===== config.mk =====
export PLATFORM = sky130hd
export DESIGN_NAME = sparse_poly_term_evaluator_top
export DESIGN_NICKNAME = d
export VERILOG_FILES = /design/src/hw/rtl/spte_pkg.sv /design/src/hw/rtl/sparse_poly_term_evaluator_top.sv /design/src/hw/rtl/spte_regs.sv /design/src/hw/rtl/spte_mul.sv /design/src/hw/rtl/spte_seq.sv
export SDC_FILE = /design/constraint.sdc
export NUM_CORES = 2
export LEC_CHECK = 0
export CORE_UTILIZATION = 49
export CTS_BUF_LIST = sky130_fd_sc_hd__clkbuf_8
export CTS_CLUSTER_SIZE = 12
export DETAILED_ROUTE_END_ITERATION = 16
export DONT_BUFFER_PORTS = 1
export GPL_TIMING_DRIVEN = 0
export HOLD_SLACK_MARGIN = 0.15
export PLACE_DENSITY = 0.67
export SLEW_MARGIN = 20
export SYNTH_ARGS = -nofsm -noshare
export SYNTH_HDL_FRONTEND = slang
export SYNTH_SLANG_ARGS = --single-unit

===== constraint.sdc =====
create_clock -name clk -period 14.9 [get_ports clk]
set_input_delay 1.49 -clock clk [delete_from_list [all_inputs] [get_ports clk]]
set_output_delay 1.49 -clock clk [all_outputs]
set_load 0.02 [all_outputs]

===== src/hw/rtl/spte_pkg.sv =====
`default_nettype none

package spte_pkg;

    localparam int DATA_W       = 32;
    localparam int EXP_W        = 5;
    localparam int MAX_EXPONENT = 31;
    localparam int IN_TDATA_W   = 48;
    localparam int ADDR_W       = 4;

    // Register indexes on the configuration port.
    localparam logic [1:0] REG_X_POINT = 2'd0;
    localparam logic [1:0] REG_Y_POINT = 2'd1;
    localparam logic [1:0] REG_Z_POINT = 2'd2;

    // Variable selectors used by the sequencer.
    localparam logic [1:0] VAR_X = 2'd0;
    localparam logic [1:0] VAR_Y = 2'd1;
    localparam logic [1:0] VAR_Z = 2'd2;

    typedef struct packed {
        logic [DATA_W-1:0] z_point;
        logic [DATA_W-1:0] y_point;
        logic [DATA_W-1:0] x_point;
    } spte_points_t;

    typedef struct packed {
        logic busy;
        logic out_load;
    } spte_status_t;

    function automatic logic [EXP_W-1:0] sat_exp(input logic [EXP_W-1:0] e);
        if (32'(e) > MAX_EXPONENT)
        begin
            return EXP_W'(MAX_EXPONENT);
        end
        return e;
    endfunction

endpackage

`default_nettype wire


===== src/hw/rtl/sparse_poly_term_evaluator_top.sv =====
// Each term is processed in order: a load step, then five multiply and four
// square steps per variable on the single shared 32x32 multiplier, then an
// add step. A new term is accepted only once the previous one has finished
// its add step; a last term waits in its add step while the previous result
// is still held, and its result appears in the cycle after the add.
// Reset (rst_n, asynchronous, active low) clears the points, sum and output valid.
`default_nettype none

module sparse_poly_term_evaluator_top (
    input  wire logic                          clk,
    input  wire logic                          rst_n,
    input  wire logic                          psel,
    input  wire logic                          penable,
    input  wire logic                          pwrite,
    input  wire logic [spte_pkg::ADDR_W-1:0]   paddr,
    input  wire logic [31:0]                   pwdata,
    output logic      [31:0]                   prdata,
    output logic                               pready,
    input  wire logic                          s_tvalid,
    output logic                               s_tready,
    // coefficient[31:0], power_of_x[36:32], power_of_y[41:37],
    // power_of_z[46:42], zero pad[47]
    input  wire logic [spte_pkg::IN_TDATA_W-1:0] s_tdata,
    input  wire logic                          s_tlast,
    output logic                               m_tvalid,
    input  wire logic                          m_tready,
    // poly_value[31:0]
    output logic      [spte_pkg::DATA_W-1:0]   m_tdata
);
    import spte_pkg::*;

    spte_points_t      points;
    spte_status_t      status;
    logic [DATA_W-1:0] mul_a;
    logic [DATA_W-1:0] mul_b;
    logic [DATA_W-1:0] mul_p;

    spte_regs u_regs (
        .clk     (clk),
        .rst_n   (rst_n),
        .psel    (psel),
        .penable (penable),
        .pwrite  (pwrite),
        .paddr   (paddr),
        .pwdata  (pwdata),
        .prdata  (prdata),
        .pready  (pready),
        .points  (points)
    );

    spte_mul u_mul (
        .op_a    (mul_a),
        .op_b    (mul_b),
        .product (mul_p)
    );

    spte_seq u_seq (
        .clk      (clk),
        .rst_n    (rst_n),
        .s_tvalid (s_tvalid),
        .s_tready (s_tready),
        .s_tdata  (s_tdata),
        .s_tlast  (s_tlast),
        .m_tvalid (m_tvalid),
        .m_tready (m_tready),
        .m_tdata  (m_tdata),
        .points   (points),
        .mul_a    (mul_a),
        .mul_b    (mul_b),
        .mul_p    (mul_p),
        .status   (status)
    );

    // A term occupies the sequencer, so the input closes right after a beat.
    assert property (@(posedge clk) disable iff (!rst_n)
        (s_tvalid && s_tready) |=> !s_tready)
        else $error("input stayed open after accepting a term");

    // A new result only appears after a last term finished its add step.
    assert property (@(posedge clk) disable iff (!rst_n)
        $rose(m_tvalid) |-> $past(status.out_load))
        else $error("result raised without a completed last term");

    // While a result is loaded the sequencer returns to idle.
    assert property (@(posedge clk) disable iff (!rst_n)
        status.out_load |=> !status.busy)
        else $error("sequencer still busy after emitting a result");

endmodule

`default_nettype wire


===== src/hw/rtl/spte_regs.sv =====
`default_nettype none

module spte_regs (
    input  wire logic                       clk,
    input  wire logic                       rst_n,
    input  wire logic                       psel,
    input  wire logic                       penable,
    input  wire logic                       pwrite,
    input  wire logic [spte_pkg::ADDR_W-1:0] paddr,
    input  wire logic [31:0]                pwdata,
    output logic      [31:0]                prdata,
    output logic                            pready,
    output spte_pkg::spte_points_t          points
);
    import spte_pkg::*;

    logic [DATA_W-1:0] x_point_reg;
    logic [DATA_W-1:0] y_point_reg;
    logic [DATA_W-1:0] z_point_reg;
    logic              wr_en;
    logic [1:0]        reg_idx;

    assign pready  = 1'b1;
    assign wr_en   = psel && penable && pwrite && pready;
    assign reg_idx = paddr[3:2];

    always_ff @(posedge clk or negedge rst_n)
    begin
        if (!rst_n)
        begin
            x_point_reg <= '0;
            y_point_reg <= '0;
            z_point_reg <= '0;
        end
        else if (wr_en)
        begin
            case (reg_idx)
                REG_X_POINT: x_point_reg <= pwdata;
                REG_Y_POINT: y_point_reg <= pwdata;
                REG_Z_POINT: z_point_reg <= pwdata;
                default:     ;
            endcase
        end
    end

    always_comb
    begin
        case (reg_idx)
            REG_X_POINT: prdata = x_point_reg;
            REG_Y_POINT: prdata = y_point_reg;
            REG_Z_POINT: prdata = z_point_reg;
            default:     prdata = '0;
        endcase
    end

    assign points.x_point = x_point_reg;
    assign points.y_point = y_point_reg;
    assign points.z_point = z_point_reg;

endmodule

`default_nettype wire


===== src/hw/rtl/spte_mul.sv =====
`default_nettype none

module spte_mul (
    input  wire logic [spte_pkg::DATA_W-1:0] op_a,
    input  wire logic [spte_pkg::DATA_W-1:0] op_b,
    output logic      [spte_pkg::DATA_W-1:0] product
);
    import spte_pkg::*;

    // Only the low word is kept, so signed and unsigned products agree.
    assign product = DATA_W'(op_a * op_b);

endmodule

`default_nettype wire


===== src/hw/rtl/spte_seq.sv =====
`default_nettype none

module spte_seq (
    input  wire logic                          clk,
    input  wire logic                          rst_n,
    input  wire logic                          s_tvalid,
    output logic                               s_tready,
    input  wire logic [spte_pkg::IN_TDATA_W-1:0] s_tdata,
    input  wire logic                          s_tlast,
    output logic                               m_tvalid,
    input  wire logic                          m_tready,
    output logic      [spte_pkg::DATA_W-1:0]   m_tdata,
    input  wire spte_pkg::spte_points_t        points,
    output logic      [spte_pkg::DATA_W-1:0]   mul_a,
    output logic      [spte_pkg::DATA_W-1:0]   mul_b,
    input  wire logic [spte_pkg::DATA_W-1:0]   mul_p,
    output spte_pkg::spte_status_t             status
);
    import spte_pkg::*;

    typedef enum logic [4:0] {
        ST_IDLE = 5'b00001,
        ST_MUL  = 5'b00010,
        ST_SQR  = 5'b00100,
        ST_ADD  = 5'b01000,
        ST_SPARE = 5'b10000
    } state_t;

    localparam logic [2:0] LAST_BIT = 3'(EXP_W - 1);

    state_t            state_reg, state_next;
    logic [DATA_W-1:0] acc_reg, acc_next;
    logic [DATA_W-1:0] sq_reg, sq_next;
    logic [DATA_W-1:0] sum_reg, sum_next;
    logic [1:0]        var_reg, var_next;
    logic [2:0]        bit_reg, bit_next;
    logic [EXP_W-1:0]  ex_reg, ex_next;
    logic [EXP_W-1:0]  ey_reg, ey_next;
    logic [EXP_W-1:0]  ez_reg, ez_next;
    logic              last_reg, last_next;
    logic              out_valid_reg, out_valid_next;
    logic [DATA_W-1:0] out_data_reg, out_data_next;

    logic              accept;
    logic              out_free;
    logic              out_load;
    logic [EXP_W-1:0]  cur_exp;
    logic [DATA_W-1:0] term_sum;

    assign s_tready = (state_reg == ST_IDLE);
    assign accept   = s_tvalid && s_tready;
    assign out_free = !out_valid_reg || m_tready;
    assign out_load = (state_reg == ST_ADD) && last_reg && out_free;
    assign term_sum = sum_reg + acc_reg;

    always_comb
    begin
        case (var_reg)
            VAR_X:   cur_exp = ex_reg;
            VAR_Y:   cur_exp = ey_reg;
            VAR_Z:   cur_exp = ez_reg;
            default: cur_exp = '0;
        endcase
    end

    // The shared multiplier squares in the square step and otherwise folds
    // the current power of two into the running term.
    assign mul_a = (state_reg == ST_SQR) ? sq_reg : acc_reg;
    assign mul_b = sq_reg;

    always_comb
    begin
        state_next     = state_reg;
        acc_next       = acc_reg;
        sq_next        = sq_reg;
        sum_next       = sum_reg;
        var_next       = var_reg;
        bit_next       = bit_reg;
        ex_next        = ex_reg;
        ey_next        = ey_reg;
        ez_next        = ez_reg;
        last_next      = last_reg;
        out_valid_next = out_valid_reg && !m_tready;
        out_data_next  = out_data_reg;

        case (state_reg)
            ST_IDLE:
            begin
                if (accept)
                begin
                    acc_next   = s_tdata[DATA_W-1:0];
                    ex_next    = sat_exp(s_tdata[DATA_W +: EXP_W]);
                    ey_next    = sat_exp(s_tdata[DATA_W+EXP_W +: EXP_W]);
                    ez_next    = sat_exp(s_tdata[DATA_W+2*EXP_W +: EXP_W]);
                    last_next  = s_tlast;
                    sq_next    = points.x_point;
                    var_next   = VAR_X;
                    bit_next   = '0;
                    state_next = ST_MUL;
                end
            end
            ST_MUL:
            begin
                if (cur_exp[bit_reg])
                begin
                    acc_next = mul_p;
                end
                if (bit_reg != LAST_BIT)
                begin
                    state_next = ST_SQR;
                end
                else
                begin
                    bit_next = '0;
                    case (var_reg)
                        VAR_X:
                        begin
                            var_next = VAR_Y;
                            sq_next  = points.y_point;
                        end
                        VAR_Y:
                        begin
                            var_next = VAR_Z;
                            sq_next  = points.z_point;
                        end
                        default:
                        begin
                            state_next = ST_ADD;
                        end
                    endcase
                end
            end
            ST_SQR:
            begin
                sq_next    = mul_p;
                bit_next   = bit_reg + 3'd1;
                state_next = ST_MUL;
            end
            ST_ADD:
            begin
                if (!last_reg)
                begin
                    sum_next   = term_sum;
                    state_next = ST_IDLE;
                end
                else if (out_free)
                begin
                    out_valid_next = 1'b1;
                    out_data_next  = term_sum;
                    sum_next       = '0;
                    state_next     = ST_IDLE;
                end
            end
            default:
            begin
                state_next = ST_IDLE;
            end
        endcase
    end

    always_ff @(posedge clk or negedge rst_n)
    begin
        if (!rst_n)
        begin
            state_reg     <= ST_IDLE;
            sum_reg       <= '0;
            var_reg       <= VAR_X;
            bit_reg       <= '0;
            last_reg      <= 1'b0;
            out_valid_reg <= 1'b0;
        end
        else
        begin
            state_reg     <= state_next;
            sum_reg       <= sum_next;
            var_reg       <= var_next;
            bit_reg       <= bit_next;
            last_reg      <= last_next;
            out_valid_reg <= out_valid_next;
        end
    end

    always_ff @(posedge clk)
    begin
        acc_reg      <= acc_next;
        sq_reg       <= sq_next;
        ex_reg       <= ex_next;
        ey_reg       <= ey_next;
        ez_reg       <= ez_next;
        out_data_reg <= out_data_next;
    end

    assign m_tvalid        = out_valid_reg;
    assign m_tdata         = out_data_reg;
    assign status.busy     = (state_reg != ST_IDLE);
    assign status.out_load = out_load;

endmodule

`default_nettype wire

Yosys cells after proc, flatten, opt, wreduce, memory -nomap -nowiden. Index checks and enable logic that the tools add are counted.

$add $sub $neg: 2. $mul: 1. Div/mod/pow operators: 0. Magnitude comparators: 1. Equal/unequal tests: 16. Shift operators: 0. Mux-type cells: 30. Bitwise operators: 0. Reduce and logical (&&, ||, !) cells: 23.

Operator list (count): 32-bit two-way mux (7); 32-bit one-hot mux with 3 select lines (2); 32-bit one-hot mux with 2 select lines (2); 32-bit adder (1); 32-bit by 32-bit multiplier with 32-bit output (1); 5-bit two-way mux (5); 5-bit one-hot mux with 4 select lines (1); 5-bit one-hot mux with 3 select lines (1); 3-bit AND reduction (4); 2-bit AND reduction (5); 3-bit one-hot mux with 3 select lines (1); 2-bit one-hot mux with 2 select lines (2); 4-bit AND reduction (2); 3-bit two-way mux (2); 2-bit inequality test (second input constant) (3); 3-bit inequality test (second input constant) (2); 5-bit by 1-bit == test with 1-bit output (second input constant) (1); 5-bit by 2-bit == test with 1-bit output (second input constant) (1); 5-bit by 3-bit == test with 1-bit output (second input constant) (1); 5-bit by 4-bit == test with 1-bit output (second input constant) (1); 2-bit by 1-bit == test with 1-bit output (second input constant) (2); 2-bit == test (second input constant) (2); 1-bit logical AND (4); 2-bit logical NOT (2); other kinds (13) (18).

Flip-flop bits (word level): 251. Bits in latches: 0. Bits in writable memories: 0. Bits in read-only memories: 0. Output and inout port bits: 67. Word-level logic and storage cells: 88. Memories kept: 0.

Depth between registers and ports, before layout.
Depth in word-level cells: 6. Depth in mapped cells: 34.

Cells and area by module. Synthesis repeated with hierarchy kept, for this count alone.

Cells, all modules: 2866. Area total of the unflattened synthesis: 28705.0 um2.

Modules (own cells, without submodules): spte_mul (instances 1, cells an instance 1704, area each 15735.1 um2); spte_seq (instances 1, cells an instance 846, area each 8597.0 um2); spte_regs (instances 1, cells an instance 316, area each 4372.9 um2).

Least setup slack after synthesis. No wires, ideal clock.

Path kind: reg2reg. From: register u_seq.state_reg[0]. To: register u_seq.sq_reg[31], in the netlist u_seq.mul_b[31], data pin. Arrival time: 8.537 ns. Required time: 14.742 ns. Slack: 6.205 ns. Cell stages (with the launch flop): 34. Clock period less this slack: 8.695 ns. Path through: dfstp_2 -> or4b_1 -> buf_2 -> buf_6 -> clkbuf_1 -> clkbuf_1 -> nand2_1 -> nand2_1 -> clkbuf_1 -> nand2_1 -> fa_1 -> inv_1 -> fa_1 -> fa_1 -> inv_1 -> fa_1 -> inv_1 -> fa_1 -> inv_1 -> fa_1 -> inv_1 -> fa_1 -> fa_1 -> ha_1 -> a21o_1 -> a31o_2 -> a221oi_1 -> o31ai_1 -> o41ai_1 -> o21ai_0 -> a31oi_1 -> o21ai_0 -> xnor3_1 -> o221ai_2.

Word-level cells in the longest chain between the ends: 4. Elaborated cells on any way between the ends: 6. Classes of those cells: mul: 1; eq/ne: 3; mux: 2.

Ends and longest elaborated chain: start: declaration (line spte_seq.sv:31) `state_t state_reg, state_next;`; start signal: assignment (line spte_seq.sv:174) `state_reg <= state_next;`; 5-bit by 3-bit == test with 1-bit output (line spte_seq.sv:68, spte_seq.sv:86); 32-bit two-way mux (line spte_seq.sv:68) `assign mul_a = (state_reg == ST_SQR) ? sq_reg : acc_reg;`; 32-bit by 32-bit multiplier with 32-bit output (line spte_mul.sv:11) `assign product = DATA_W'(op_a * op_b);`; 32-bit one-hot mux with 3 select lines (*) (line spte_seq.sv:86) `case (state_reg)`; named net u_seq.sq_next[31] (line spte_seq.sv:33) `logic [DATA_W-1:0] sq_reg, sq_next;`; end signal: assignment (line spte_seq.sv:186) `sq_reg <= sq_next;`; end: declaration (line spte_seq.sv:33).

Mark *: on every way through the listed nets, which the timed path passes. The rest lies on a longest branch. A chain may end at the register's enable or synchronous reset.

Final worst setup path.
From: register u_seq.state_reg[1]. To: register u_seq.sq_reg[31], in the netlist u_seq.mul_b[31], data pin.

Same word-level chain as after synthesis.

==> metrics.md <==
| Metric | Value |
|---|---|
| Outcome | `completed` |
| Worst EP arrival | `~12 ns` |
| DIE HEIGHT | `between 200 and 250 um` |
| Clock sink count | `250` |
| CTS resizes | `0` |
| CTS tree | `built` |
| Worst Skew | `roughly 0.040 ns` |
| Post-Syn Area | `~0.028 sq mm` |
| Ys async rst share | `a little under three fifths` |
| First-pass GRT wire length | `134000 um` |
| Worst path slowest cell | `o41ai_1` |
| Worst Hold Class | `reg2reg` |
| Antenna Nets Post-Route | `0` |
| Fmax | `between 0.08 and 0.09 GHz` |
| # IOs | `between 150 and 200` |
| Setup TNS | `0 ns` |
| Grt total ovfl | `0` |
| Most frequent cells in the layout | `fa_1, inv_1, nand2_1, and2_1, ha_1` |
| Register area share after synthesis | `24.4%` |
| Hold Startpoint | `u_seq.sum_reg[10]$_DFFE_PN0P_` |
| CP endpoint | `u_seq.mul_b[31]$_DFFE_PP_` |
| Placer Congestion | `approximately 1.0` |
| Synth Warn # | `0` |
| Fin area | `approximately 0.030 sq mm` |
| CP max FO | `10` |
| Worst setup EP type | `register` |
| Final Setup Violations | `0` |
| Syn_area_per_cell | `10.2 sq um` |
| Max_cap viols | `0` |
| Synth cell types | `63` |
| Num rows | `between 80 and 90` |
| Setup bufs post-CTS | `0` |
| # nets final | `3455` |
| Pre-Repair DR Iteration Count | `8` |
| Period utilisation layout | `approximately four fifths` |
| CP Class | `reg2reg` |
| FF-to-FF End | `u_seq.mul_b[31]$_DFFE_PP_` |
| Slew Viols, Final | `0` |
| Vias in the first global route | `approximately 21k` |
| CTS HTree Levels | `2` |
| Placed instance area | `0.0290 sq mm` |
| Critical Path Start Type | `register` |
| Min Tclk post-route | `12.00 ns` |
| Num CTS Buffers | `41` |
| Reg2Reg Setup Slack | `just under 3 ns` |
| Flops & latches, synth | `between 200 and 300` |
| IO Port Bufs | `0` |
| Gr usage total | `approximately a third` |
| Cells on worst reg2reg path | `29` |
| Detailed Place HPWL | `a little over 70000 um` |
| Clock transition at path regs | `0.07 ns` |
| Largest net degree at the start of global routing | `140` |
| Vias post-DR | `between 20k and 25k` |
| Worst setup startpoint | `u_seq.state_reg[1]$_DFFE_PN0P_` |
| # DRC | `0` |
| Final number of hold-violating endpoints | `0` |
| Core area | `about 0.056 sq mm` |
| Synthesized Nets | `about 3.4k` |
| Least-Margin Pin Slew | `approximately 1.2 ns` |
| Max_slew headroom | `between 10% and 20%` |
| Largest stage delay, worst path | `0.91 ns` |
| Filler instances | `about 5.2k` |
| Critical Path RT | `about 15 ns` |
| R2R Path Start | `u_seq.state_reg[1]$_DFFE_PN0P_` |
| Initial cell density of the core | `49.6%` |
| EDFF count, synth | `approximately 110` |
| Syn Inst Count | `approximately 2.8k` |
| Worst-skew pair later-pin latency | `0.61 ns` |
| DR WL/cell | `around 25 um` |
| Most common cell after layout, fill and taps aside | `fa_1` |
| Initial drt markers | `1646` |
| Cts hold-fix bufs | `0` |
| Vias per Instance | `5.72` |
| Area of the die | `0.0580 sq mm` |
| DIE WIDTH | `around 240 um` |
| Top FF cell, synth | `dfrtp_1` |
| Layout cells sized above 1 | `6.93%` |
| Area grow syn2layout | `6.73%` |
| Root buffer cell | `clkbuf_8` |
| Initial antenna violation count | `5` |
| CP most frequent cell | `fa_1` |
| Wirelength, routed | `approximately 89000 um` |
| RSZ-0062 raised after global routing | `no` |
| Clk buf depth | `3` |
final cells by class:
type                    instances  area [sq um]  area share, %
plain buffers                 145           557           1.87
flip-flops and latches        250          6810           22.8
well taps                     756           946           3.17
clock buffers                  45           619           2.08
multi-input cells            1966         19200           64.2
diodes                          2          5.00         0.0168
inverters                     389          1460           4.89
clock inverters                30           199          0.667
repair buffers                  5          73.8          0.247
cells in the mapped netlist, drive strengths merged, types with 2 or more instances:
master | count | share of area [%]
fa | 409 | 29
inv | 389 | 5.2
nand2 | 384 | 5.2
and2 | 298 | 6.7
ha | 156 | 7.0
dfrtp | 138 | 12
clkbuf | 132 | 1.8
mux2 | 112 | 4.5
edfxtp | 111 | 12
o21ai | 111 | 2.0
xnor2 | 82 | 2.6
mux2i | 71 | 2.5
a21oi | 58 | 1.0
a21o | 37 | 0.99
a22o | 33 | 1.0
xor2 | 30 | 0.94
o221ai | 28 | 0.90
nor2 | 26 | 0.35
o21a | 18 | 0.48
nor2b | 17 | 0.38
buf | 13 | 0.22
nand3 | 9 | 0.16
nand2b | 8 | 0.18
nand4 | 8 | 0.18
a22oi | 7 | 0.19
nor3 | 6 | 0.11
a31oi | 5 | 0.11
nor4b | 5 | 0.18
o211ai | 5 | 0.13
o21bai | 5 | 0.13
or2 | 5 | 0.11
nor3b | 4 | 0.11
o31a | 3 | 0.094
o31ai | 3 | 0.081
a31o | 2 | 0.063
and3 | 2 | 0.045
nor4 | 2 | 0.045
or4b | 2 | 0.072
worst min path at each step:
stage	slack, ns	cells after the start	endpoint
floorplan	0.47	1	u_seq.sum_reg[0]$_DFFE_PN0P_
global placement	0.49	1	u_seq.sum_reg[7]$_DFFE_PN0P_
detailed placement	0.49	1	u_seq.sum_reg[6]$_DFFE_PN0P_
CTS	0.51	1	u_seq.sum_reg[6]$_DFFE_PN0P_
global route	0.53	1	u_seq.sum_reg[5]$_DFFE_PN0P_
finish	0.51	1	u_seq.sum_reg[10]$_DFFE_PN0P_
routing by layer:
layer / vias up / GRT usage (%) / part of all wire, %
met5: - / 0 / 0.055
met4: 6 / 15.3 / 5.6
met3: 223 / 9.07 / 9.9
met2: 939 / 49.7 / 45
met1: 10500 / 41.3 / 39
li1: 8883 / - / -
worst max-delay path: cells and delay by family, from the launching register on:
kind / cells / cell delay, ns
and+or+nand+nor: 5 / 2.42
AOI/OAI and AO/OA: 8 / 2.74
xor gates and xnor gates: 1 / 0.47
DFF: 1 / 0.44
buffers and inverters: 6 / 2.02
adders and majority gates: 9 / 3.74
cell families (layout without fill, tap and decap cells):
| logic type | after synthesis | in the layout | synth area share [%] |
|---|---|---|---|
| compound gates | 326 | 326 | 7.60 |
| xor+xnor | 113 | 113 | 3.59 |
| fa+ha+maj | 565 | 565 | 36.3 |
| buf+inv | 534 | 614 | 7.22 |
| flops | 250 | 250 | 24.4 |
| mux | 184 | 184 | 7.15 |
| other cells | 1 | 3 | 0.0134 |
| simple gates | 777 | 777 | 13.8 |
metrics by stage:
step	hold WS (ns)	utilization [%]	setup WS [ns]	instances
after floorplan	0.473	-	6.21	2750
after global placement	0.491	51.2	3.41	3506
after detailed placement	0.493	51.4	3.26	3511
after CTS	0.512	52.9	3.25	3586
after global routing	0.527	52.9	2.73	3586
final	0.511	52.9	2.90	3588
Power is not shown: default switching activity piles up to over one toggle a cycle in this logic, so the estimate is an artifact.
